`src/tcp_pkg.sv`:
```
// Shared constants and types of the text console put-char engine.
`default_nettype none
package tcp_pkg;

	localparam int MAX_COLS   = 128;
	localparam int MAX_ROWS   = 64;
	localparam int CELL_COUNT = 8192;
	localparam int LA_W       = 14;

	localparam logic [15:0] BLANK_CELL   = 16'h0720;
	localparam logic [7:0]  NEWLINE_CODE = 8'h0a;

	localparam logic [1:0] REG_WIDTH  = 2'd0;
	localparam logic [1:0] REG_HEIGHT = 2'd1;
	localparam logic [1:0] REG_ATTR   = 2'd2;

	typedef enum logic [4:0] {
		ST_CLEAR  = 5'b00001,
		ST_IDLE   = 5'b00010,
		ST_EXEC   = 5'b00100,
		ST_SCROLL = 5'b01000,
		ST_FIN    = 5'b10000
	} state_t;

	typedef struct packed {
		logic            wr;
		logic [LA_W-1:0] addr;
		logic [6:0]      col;
		logic [5:0]      row;
		logic            scroll;
	} put_upd_t;

endpackage
`default_nettype wire

```
`src/tcp_cursor.sv`:
```
// Cursor advance, line feed and scroll decision for one put.
`default_nettype none
module tcp_cursor (
	input  logic [6:0]        cur_col,
	input  logic [5:0]        cur_row,
	input  logic [7:0]        width,
	input  logic [6:0]        height,
	input  logic [7:0]        char_code,
	output tcp_pkg::put_upd_t upd
);
	import tcp_pkg::*;

	logic [LA_W-1:0] base;
	logic [7:0]      col_inc;
	logic [6:0]      row_inc;
	logic            is_nl;
	logic            feed;

	always_comb begin
		base    = LA_W'(cur_row) * LA_W'(width);
		is_nl   = (char_code == NEWLINE_CODE);
		col_inc = {1'b0, cur_col} + 8'd1;
		row_inc = {1'b0, cur_row} + 7'd1;
		feed    = is_nl || (col_inc >= width);

		upd.wr     = !is_nl;
		upd.addr   = base + LA_W'(cur_col);
		upd.col    = cur_col;
		upd.row    = cur_row;
		upd.scroll = 1'b0;
		if (!feed) begin
			upd.col = col_inc[6:0];
		end else if (row_inc < height) begin
			upd.col = '0;
			upd.row = row_inc[5:0];
		end else begin
			upd.col    = '0;
			upd.row    = 6'(height - 7'd1);
			upd.scroll = 1'b1;
		end
	end

endmodule
`default_nettype wire

```
`config.mk`:
```
export PLATFORM = sky130hd
export DESIGN_NAME = tcp_cursor
export DESIGN_NICKNAME = d
export VERILOG_FILES = /design/src/tcp_pkg.sv /design/src/tcp_cursor.sv
export SDC_FILE = /design/constraint.sdc
export NUM_CORES = 1
export LEC_CHECK = 0
export BUFFER_PORTS_ARGS = -buffer_cell sky130_fd_sc_hd__buf_2
export CORE_UTILIZATION = 47
export DETAILED_ROUTE_END_ITERATION = 7
export PLACE_DENSITY = 0.7
export SYNTH_ARGS = -nofsm -noshare
export SYNTH_HDL_FRONTEND = slang
export SYNTH_SLANG_ARGS = --single-unit
```
`constraint.sdc`:
```
create_clock -name vclk -period 7.15
set_input_delay 1.43 -clock vclk [all_inputs]
set_output_delay 1.43 -clock vclk [all_outputs]
set_load 0.005 [all_outputs]
```
Word level (Yosys, flattened, before mapping). Index checks and enable logic that the tools add are counted.

Magnitude comparators: 2. Equal/unequal tests: 1. Reductions and logical operators: 2. Multiply operators: 1. $add $sub $neg: 4. Muxes and demuxes: 4.

Operators by type and width (count): adder 14 x 7 -> 14 bit (1); multiplier 6 x 8 -> 14 bit (1); two-way mux 7 bit (2); adder 7 x 1 -> 8 bit, second input constant (1); == test 8 x 4 -> 1 bit, second input constant (1); >= comparator 8 bit (1); adder 6 x 1 -> 7 bit, second input constant (1); less-than comparator 7 bit (1); two-way mux 6 bit (1); subtractor 6 x 1 -> 6 bit, second input constant (1); zero test 1 bit (1); logical OR 1 bit (1); two-way mux 1 bit (1).

Output and inout bits: 29. Flip-flop bits (word level): 0. Input port bits: 36. Word-level logic and storage cells: 14.

Depth between registers and ports, before layout. Gate-level depths: netlist of run 1.

Depth in word-level cells: 4. Mapped depth: 18. Mapped depth without buffers: 17.

Least setup slack after synthesis of run 1. Ideal clock, no wire load.

Path kind: input port to output port. Start: input cur_row[2]. End: output upd[24] in the netlist's numbering. Required time: 5.720 ns. Setup slack: 0.285 ns. Path buffers: 1. Cell stages on the path: 18. Data arrival time: 5.435 ns. Cell sequence: clkbuf_1 inv_1 nor2_1 fa_1 inv_1 fa_1 inv_1 fa_1 inv_1 fa_1 inv_1 ha_1 o21a_1 or2_1 a31o_2 a21o_1 a21oi_1 xnor2_1.

RTL lines: start: declaration (RTL line tcp_cursor.sv:5) `input logic [5:0] cur_row,`; end: declaration (RTL line tcp_cursor.sv:9) `output tcp_pkg::put_upd_t upd`.

==> reports/metrics.yaml, run 1 <==
grt:
  grt_max_degree: 24
  grt_pass1_vias: 2109
  grt_pass1_wl_um: 9270
  antenna_found_initial: 0
  grt_remaining_overflow: 0
  grt_usage_pct: 21.2
timing:
  post-route-min-period_ns: 6.95
  period_share_pct: 97.2
  slew_headroom_pct: 40.3
  hold_viol_final: 0
  maxSlewViolCount: 0
  fmax_ghz: 0.144
  setup_violations: 0
  tightest_slew_ns: 0.889
  rsz0062_at_grt: "false"
  tns_ns: 0
  fin_hold_ws_ns: 3.17
cells_and_area:
  seq_area_sq_um: 0
  fillers: 513
  utilization_pct: 57.0
  final_cell_mix: "buf_2, ha_1, inv_1"
  layout-drive-gt1-share_pct: 22.7
  final_net_count: 483
  final_area_sq_um: 2910
  clock_buffers: 0
  seq_cells: 0
  syn_to_final_growth_pct: 17.3
  antenna_cells: 0
  final_common_cell: "buf_2"
synthesis:
  synth_compound_area_share_pct: 11.6
  synth_area_per_cell_sq_um: 8.21
  synth_top_family_by_area: "adder cells"
  synth_seq_area_share_pct: 0
  synth_nets: 417
  ys_top_cells_by_area: "ha_1, fa_1, inv_1"
  synthMuxAreaShare_pct: 1.46
  ys_types: 44
  synth_top_area_share_pct: 25.2
  yosysWarnings: 0
  yosysTopAreaCell: "ha_1"
  postSynthCellCount: 302
  synth-xor-area-share_pct: 8.48
  syn-cell-area_sq_um: 2480
  synth_fa_ha_area_share_pct: 48.6
  synthSimpleGateAreaFrac_pct: 21.4
routing:
  first_iter_violations: 136
  routed_via_density: 5.13
  drc_errors: 0
  postRouteAntennaNets: 0
  firstDrtPassIters: 4
  num_vias: 2236
  wl_um: 5580
  wl_per_cell_um: 12.8
run_status:
  status: "finished, final reports clean"
die:
  die_x_um: 74.6
  core_sq_um: 5110
  io_pins: 65
  die_h_um: 74.6
  initial_core_util_pct: 48.6
  row_count: 26
  die-area_sq_um: 5570
power_and_ir_drop:
  power.density_nw_per_um2: 180
  ir_drop_v: 0.000228
  leakagePower_nw: 1.60
  finalPower_w: 0.000524
setup_path:
  cp-start-kind: "input pin"
  required_ns: 5.72
  path_buf_inv: 6
  worstPathMaxFanout: 6
  slowest_delay_ns: 0.53
  crit_arrival_ns: 5.52
  crit_chain: "buf_2 > and2_1 > fa_1 > inv_1 > fa_1 > inv_1 > fa_1 > inv_1 > fa_1 > inv_1 > ha_1 > o21a_1 > or2_1 > a31o_2 > a21o_1 > a21oi_2 > xnor2_1 > buf_2"
  crit_type: "in -> out"
  crit_family: "adder cells"
  critical-path-slowest-cell: "fa_1"
  endpoint_kind: "output pin"
placement:
  placed_cell_area_sq_um: 2900
  port_buffers: 65
  gp_congestion: 0.848
  dp_hpwl_um: 4930
clock_tree:
  hold_buffers: 0
run:
  cap_violations: 0
hold_path:
  holdCritPathClass: "in -> out"
timing repair:
item	CTS	global route
gates resized for setup	0	3
setup buffers	0	0
setup endpoints to repair	0	1
metrics by stage:
step / worst slack [ns] / cells
5_1_grt: 0.00218 / 436
3_3_place_gp: 0.202 / 436
6_report: 0.202 / 436
2_1_floorplan: 0.285 / 302
3_5_place_dp: 0.150 / 436
4_1_cts: 0.149 / 436
kinds of logic after synthesis:
group,Yosys count
muxes,3
adders and majority gates,79
buffers and inverters,52
and+or+nand+nor,103
xor gates and xnor gates,24
AOI/OAI and AO/OA,41
layout make-up:
cell class                 count  area (sq um)  share of cell area (%)
inverter                      44           165                    5.68
multi-input combinational    250          2280                    78.2
tap                           70          87.6                    3.01
timing repair buffer          72           380                    13.1
power breakdown:
| group | total (W) | internal (W) | switching, W |
|---|---|---|---|
| clock network | 0 | 0 | 0 |
| logic | 0.000524 | 0.000253 | 0.000271 |
| registers | 0 | 0 | 0 |
synth_stat cells, drive strengths merged, types with 2 or more instances:
| library cell | instances |
|---|---|
| a211oi | 3 |
| a21o | 5 |
| a21oi | 8 |
| a311oi | 4 |
| and2 | 22 |
| buf | 3 |
| clkbuf | 5 |
| fa | 29 |
| ha | 50 |
| inv | 44 |
| mux2 | 2 |
| nand2 | 26 |
| nand3 | 9 |
| nand4 | 2 |
| nor2 | 26 |
| nor2b | 4 |
| nor3 | 3 |
| nor3b | 4 |
| o21a | 4 |
| o21ai | 9 |
| or2 | 2 |
| xnor2 | 13 |
| xor2 | 11 |
per-layer routing:
metal	GRT usage [%]	wire [um]
met1	31.3	2660
met2	37.3	2680
met3	0	240
met4	0	0
met5	0	0
tightest hold or removal path: stages:
cell and delay [ns]:
buf_2 0.14, nor2_1 0.05, buf_2 0.12
path summary, 6_finish.rpt:
| kind | start | end | slack (ns) | depth (start not counted) |
|---|---|---|---|---|
| worst min-delay path | cur_col[0] | upd[7] | 3.17 | 3 |
| worst max-delay path | width[4] | upd[24] | 0.20 | 18 |
Power figures use the tool's default switching activity.
==> inputs of run 2 (changes only) <==
--- a/config.mk
+++ b/config.mk
@@ -5,10 +5,11 @@
 export SDC_FILE = /design/constraint.sdc
 export NUM_CORES = 1
 export LEC_CHECK = 0
+export ABC_AREA = 1
 export BUFFER_PORTS_ARGS = -buffer_cell sky130_fd_sc_hd__buf_2
 export CORE_UTILIZATION = 47
 export DETAILED_ROUTE_END_ITERATION = 7
-export PLACE_DENSITY = 0.7
+export PLACE_DENSITY = 0.69
 export SYNTH_ARGS = -nofsm -noshare
 export SYNTH_HDL_FRONTEND = slang
 export SYNTH_SLANG_ARGS = --single-unit
==> reports/metrics.yaml, run 2 <==
placement:
  gp_congestion: 0.873
  placed_cell_area_sq_um: 3160
  port_buffers: 65
  dp_hpwl_um: 5490
die:
  die_h_um: 78.8
  io_pins: 65
  die_x_um: 78.8
  core_sq_um: 5610
  initial_core_util_pct: 49.5
  row_count: 27
  die-area_sq_um: 6220
cells_and_area:
  syn_to_final_growth_pct: 13.8
  final_common_cell: "nand2_1"
  seq_cells: 0
  final_cell_mix: "nand2_1, inv_1, buf_2"
  clock_buffers: 0
  antenna_cells: 0
  final_area_sq_um: 3160
  utilization_pct: 56.3
  seq_area_sq_um: 0
  layout-drive-gt1-share_pct: 15.4
  final_net_count: 609
timing:
  setup_violations: 0
  hold_viol_final: 0
  rsz0062_at_grt: "false"
  tns_ns: 0
  tightest_slew_ns: 0.297
  slew_headroom_pct: 80.1
  maxSlewViolCount: 0
  fmax_ghz: 0.153
  post-route-min-period_ns: 6.53
  period_share_pct: 91.3
  fin_hold_ws_ns: 3.15
power_and_ir_drop:
  leakagePower_nw: 2.12
  finalPower_w: 0.000552
  power.density_nw_per_um2: 175
  ir_drop_v: 0.000187
synthesis:
  syn-cell-area_sq_um: 2780
  synth_common_cells: "nand2_1, inv_1, ha_1"
  postSynthCellCount: 433
  ys_top_cells_by_area: "ha_1, fa_1, nand2_1"
  ys_types: 26
  synth_most_common_cell: "nand2_1"
  synth_top_area_share_pct: 22.5
  synth_nets: 548
  yosysWarnings: 0
  yosysTopAreaCell: "ha_1"
  synth_seq_area_share_pct: 0
  synth_area_per_cell_sq_um: 6.41
run:
  cap_violations: 0
grt:
  antenna_found_initial: 0
  grt_pass1_vias: 2523
  grt_remaining_overflow: 0
  grt_pass1_wl_um: 11000
  grt_max_degree: 16
  grt_usage_pct: 21.4
routing:
  wl_per_cell_um: 11.1
  postRouteAntennaNets: 0
  first_iter_violations: 199
  firstDrtPassIters: 4
  wl_um: 6270
  routed_via_density: 4.84
  num_vias: 2729
  drc_errors: 0
hold_path:
  hold_depth: 3
  hp-start: "cur_col[0]"
  holdPathEnd: "upd[7]"
  holdCritPathClass: "in -> out"
setup_path:
  cp-start-kind: "input pin"
  endpoint_kind: "output pin"
  crit_arrival_ns: 5.10
  required_ns: 5.72
  worstPathMaxFanout: 15
  crit_type: "in -> out"
clock_tree:
  cts-resized-gates: 0
  hold_buffers: 0
  postCtsSetupRepairBufs: 0
run_status:
  status: "finished, final reports clean"
run 2: cell count changes after synthesis, sizes merged, moves of 12 or more:
| cell | previous run | this run |
|---|---|---|
| inv | 44 | 105 |
| and2 | 22 | 0 |
| nand3 | 9 | 33 |
| xnor2 | 13 | 1 |
| nand2 | 26 | 134 |
run 2: cell type report:
type / count / area, sq um
Timing Repair Buffer: 66 / 333
Inverter: 105 / 394
Multi-Input combinational cell: 321 / 2340
Fill cell: 612 / 2450
Tap cell: 72 / 90.1
run 2: worst max-delay path by stage:
stage / slack (ns) / cells after the start / end / startpoint
after CTS: 0.63 / 17 / upd[26] / cur_row[5]
final: 0.62 / 19 / upd[26] / cur_row[2]
after detailed placement: 0.64 / 17 / upd[26] / cur_row[5]
after global placement: 0.68 / 17 / upd[26] / cur_row[5]
after global routing: 0.37 / 19 / upd[24] / cur_row[2]
after floorplan: 0.87 / 16 / upd[26] / cur_row[5]
run 2: metal layers:
layer  track usage (%)  wire, um  vias up
met5                 0         0        -
met4             0.364         0        0
met3             0.460       289        0
met2              37.2      2950       69
met1              31.2      3030     1230
li1                  -         -     1430
run 2: stage by stage:
stage	instances	setup WS, ns
2_1_floorplan	433	0.868
3_3_place_gp	564	0.684
3_5_place_dp	564	0.638
4_1_cts	564	0.630
5_1_grt	564	0.371
6_report	564	0.623
run 2: critical path, cell delays in order:
cell and delay (ns):
buf_2 0.20, nand2_1 0.09, inv_1 0.05, fa_1 0.53, inv_1 0.05, fa_1 0.47, inv_1 0.05, fa_1 0.52
inv_1 0.05, fa_1 0.50, inv_1 0.04, ha_1 0.33, a21oi_1 0.27, o21ai_0 0.12, nand2_1 0.10, nand3_1 0.07
nand2_1 0.06, nand2_1 0.04, buf_2 0.11
run 2: cell families after synthesis:
kind of cell / synth area share [%]
AND/OR/NAND/NOR: 31.7
AO/OA/AOI/OAI: 4.46
XOR/XNOR: 4.73
adder cells (fa/ha/maj): 43.5
buffers and inverters: 15.7
run 2: report_power, final:
group          internal, W  total (W)  switching, W
registers                0          0             0
clock network            0          0             0
logic             0.000236   0.000552      0.000316
==> inputs of run 3 (changes only) <==
--- a/config.mk
+++ b/config.mk
@@ -7,9 +7,9 @@
 export LEC_CHECK = 0
 export ABC_AREA = 1
 export BUFFER_PORTS_ARGS = -buffer_cell sky130_fd_sc_hd__buf_2
-export CORE_UTILIZATION = 47
+export CORE_UTILIZATION = 35
 export DETAILED_ROUTE_END_ITERATION = 7
-export PLACE_DENSITY = 0.69
+export PLACE_DENSITY = 0.54
 export SYNTH_ARGS = -nofsm -noshare
 export SYNTH_HDL_FRONTEND = slang
 export SYNTH_SLANG_ARGS = --single-unit
==> reports/metrics.yaml, run 3 (same netlist as run 2, synthesis figures left out) <==
cells_and_area:
  final_cell_mix: "nand2_1, inv_1, buf_2"
  clock_buffers: 0
  seq_cells: 0
  utilization_pct: 41.5
  layout-drive-gt1-share_pct: 15.3
  fillers: 873
  multi_input_area_sq_um: 2340
  final_common_cell: "nand2_1"
  syn_to_final_growth_pct: 14.8
  antenna_cells: 0
  final_net_count: 608
  seq_area_sq_um: 0
timing:
  maxSlewViolCount: 0
  post-route-min-period_ns: 6.57
  rsz0062_at_grt: "false"
  fin_hold_ws_ns: 3.16
  setup_violations: 0
  tns_ns: 0
  fmax_ghz: 0.152
  slew_headroom_pct: 79.0
  tightest_slew_ns: 0.314
  period_share_pct: 91.9
  hold_viol_final: 0
  finalWorstSetupSlack_ns: 0.582
grt:
  grt_pass1_wl_um: 11400
  grtUsageMet1_pct: 24.2
  grt_max_degree: 17
  grt_usage_pct: 16.4
  globalRouteMet2Util_pct: 28.2
  antenna_found_initial: 0
  grt_remaining_overflow: 0
  busiest_layer: "met2"
  met3_usage_pct: 0.503
  grt_pass1_vias: 2545
routing:
  routed_via_density: 4.60
  firstDrtPassIters: 4
  drc_errors: 0
  wl_per_cell_um: 11.1
  num_vias: 2729
  postRouteAntennaNets: 0
  first_iter_violations: 117
  wl_um: 6590
setup_path:
  worstPathMaxFanout: 15
  crit_type: "in -> out"
  endpoint_kind: "output pin"
  required_ns: 5.72
  cp-start-kind: "input pin"
  crit_arrival_ns: 5.14
hold_path:
  holdCritPathClass: "in -> out"
placement:
  gp_congestion: 0.820
  port_buffers: 65
  dp_hpwl_um: 5820
  pre_cts_ws_ns: 0.594
die:
  die_h_um: 91.0
  die_x_um: 91.0
  core_sq_um: 7690
  row_count: 32
  die-area_sq_um: 8290
  io_pins: 65
  initial_core_util_pct: 36.1
run_status:
  status: "finished, final reports clean"
clock_tree:
  hold_buffers: 0
  postCtsSetupRepairBufs: 0
  cts-resized-gates: 0
run:
  cap_violations: 0
power_and_ir_drop:
  leakagePower_nw: 2.12
  power.density_nw_per_um2: 173
  ir_drop_v: 0.000125
==> run 3: changes by cell type in the layout (fill, tap and decap cells not counted) <==
cell	change
buf_4	-1
==> run 3: through the flow <==
stage	instances	power, W	instance area [sq um]
2_1_floorplan	433	0.000383	2780
3_3_place_gp	593	0.000555	3190
3_5_place_dp	593	0.000557	3190
4_1_cts	593	0.000562	3190
5_1_grt	593	0.000640	3190
6_report	593	0.000552	3190
==> run 3: critical path: stages <==
cell and delay (ns):
buf_2 0.20, nand2_1 0.09, inv_1 0.05, fa_1 0.53
inv_1 0.05, fa_1 0.47, inv_1 0.05, fa_1 0.52
inv_1 0.05, fa_1 0.50, inv_1 0.04, ha_1 0.34
a21oi_1 0.27, o21ai_0 0.13, nand2_1 0.11, nand3_1 0.07
nand2_1 0.06, nand2_1 0.04, buf_2 0.12
==> run 3: power by group <==
| group | switching, W | internal, W |
|---|---|---|
| logic | 0.000317 | 0.000235 |
| clock network | 0 | 0 |
| registers | 0 | 0 |
| total | 0.000317 | 0.000235 |
==> run 3: layout make-up <==
cell class / instances / share of cell area (%)
Multi-Input combinational cell: 321 / 73.4
Inverter: 105 / 12.4
Timing Repair Buffer: 65 / 10.2
Tap cell: 102 / 4.00
==> run 3: worst paths after layout <==
path	start	endpoint	cells past startpoint
worst min-delay path	cur_col[0]	upd[7]	3
worst max-delay path	cur_row[2]	upd[26]	19
==> run 3: routing by layer <==
layer / part of all wire [%] / routed length (um)
met5: 0 / 0
met4: 0.27 / 18
met3: 2.9 / 191
met2: 46 / 3030
met1: 51 / 3360
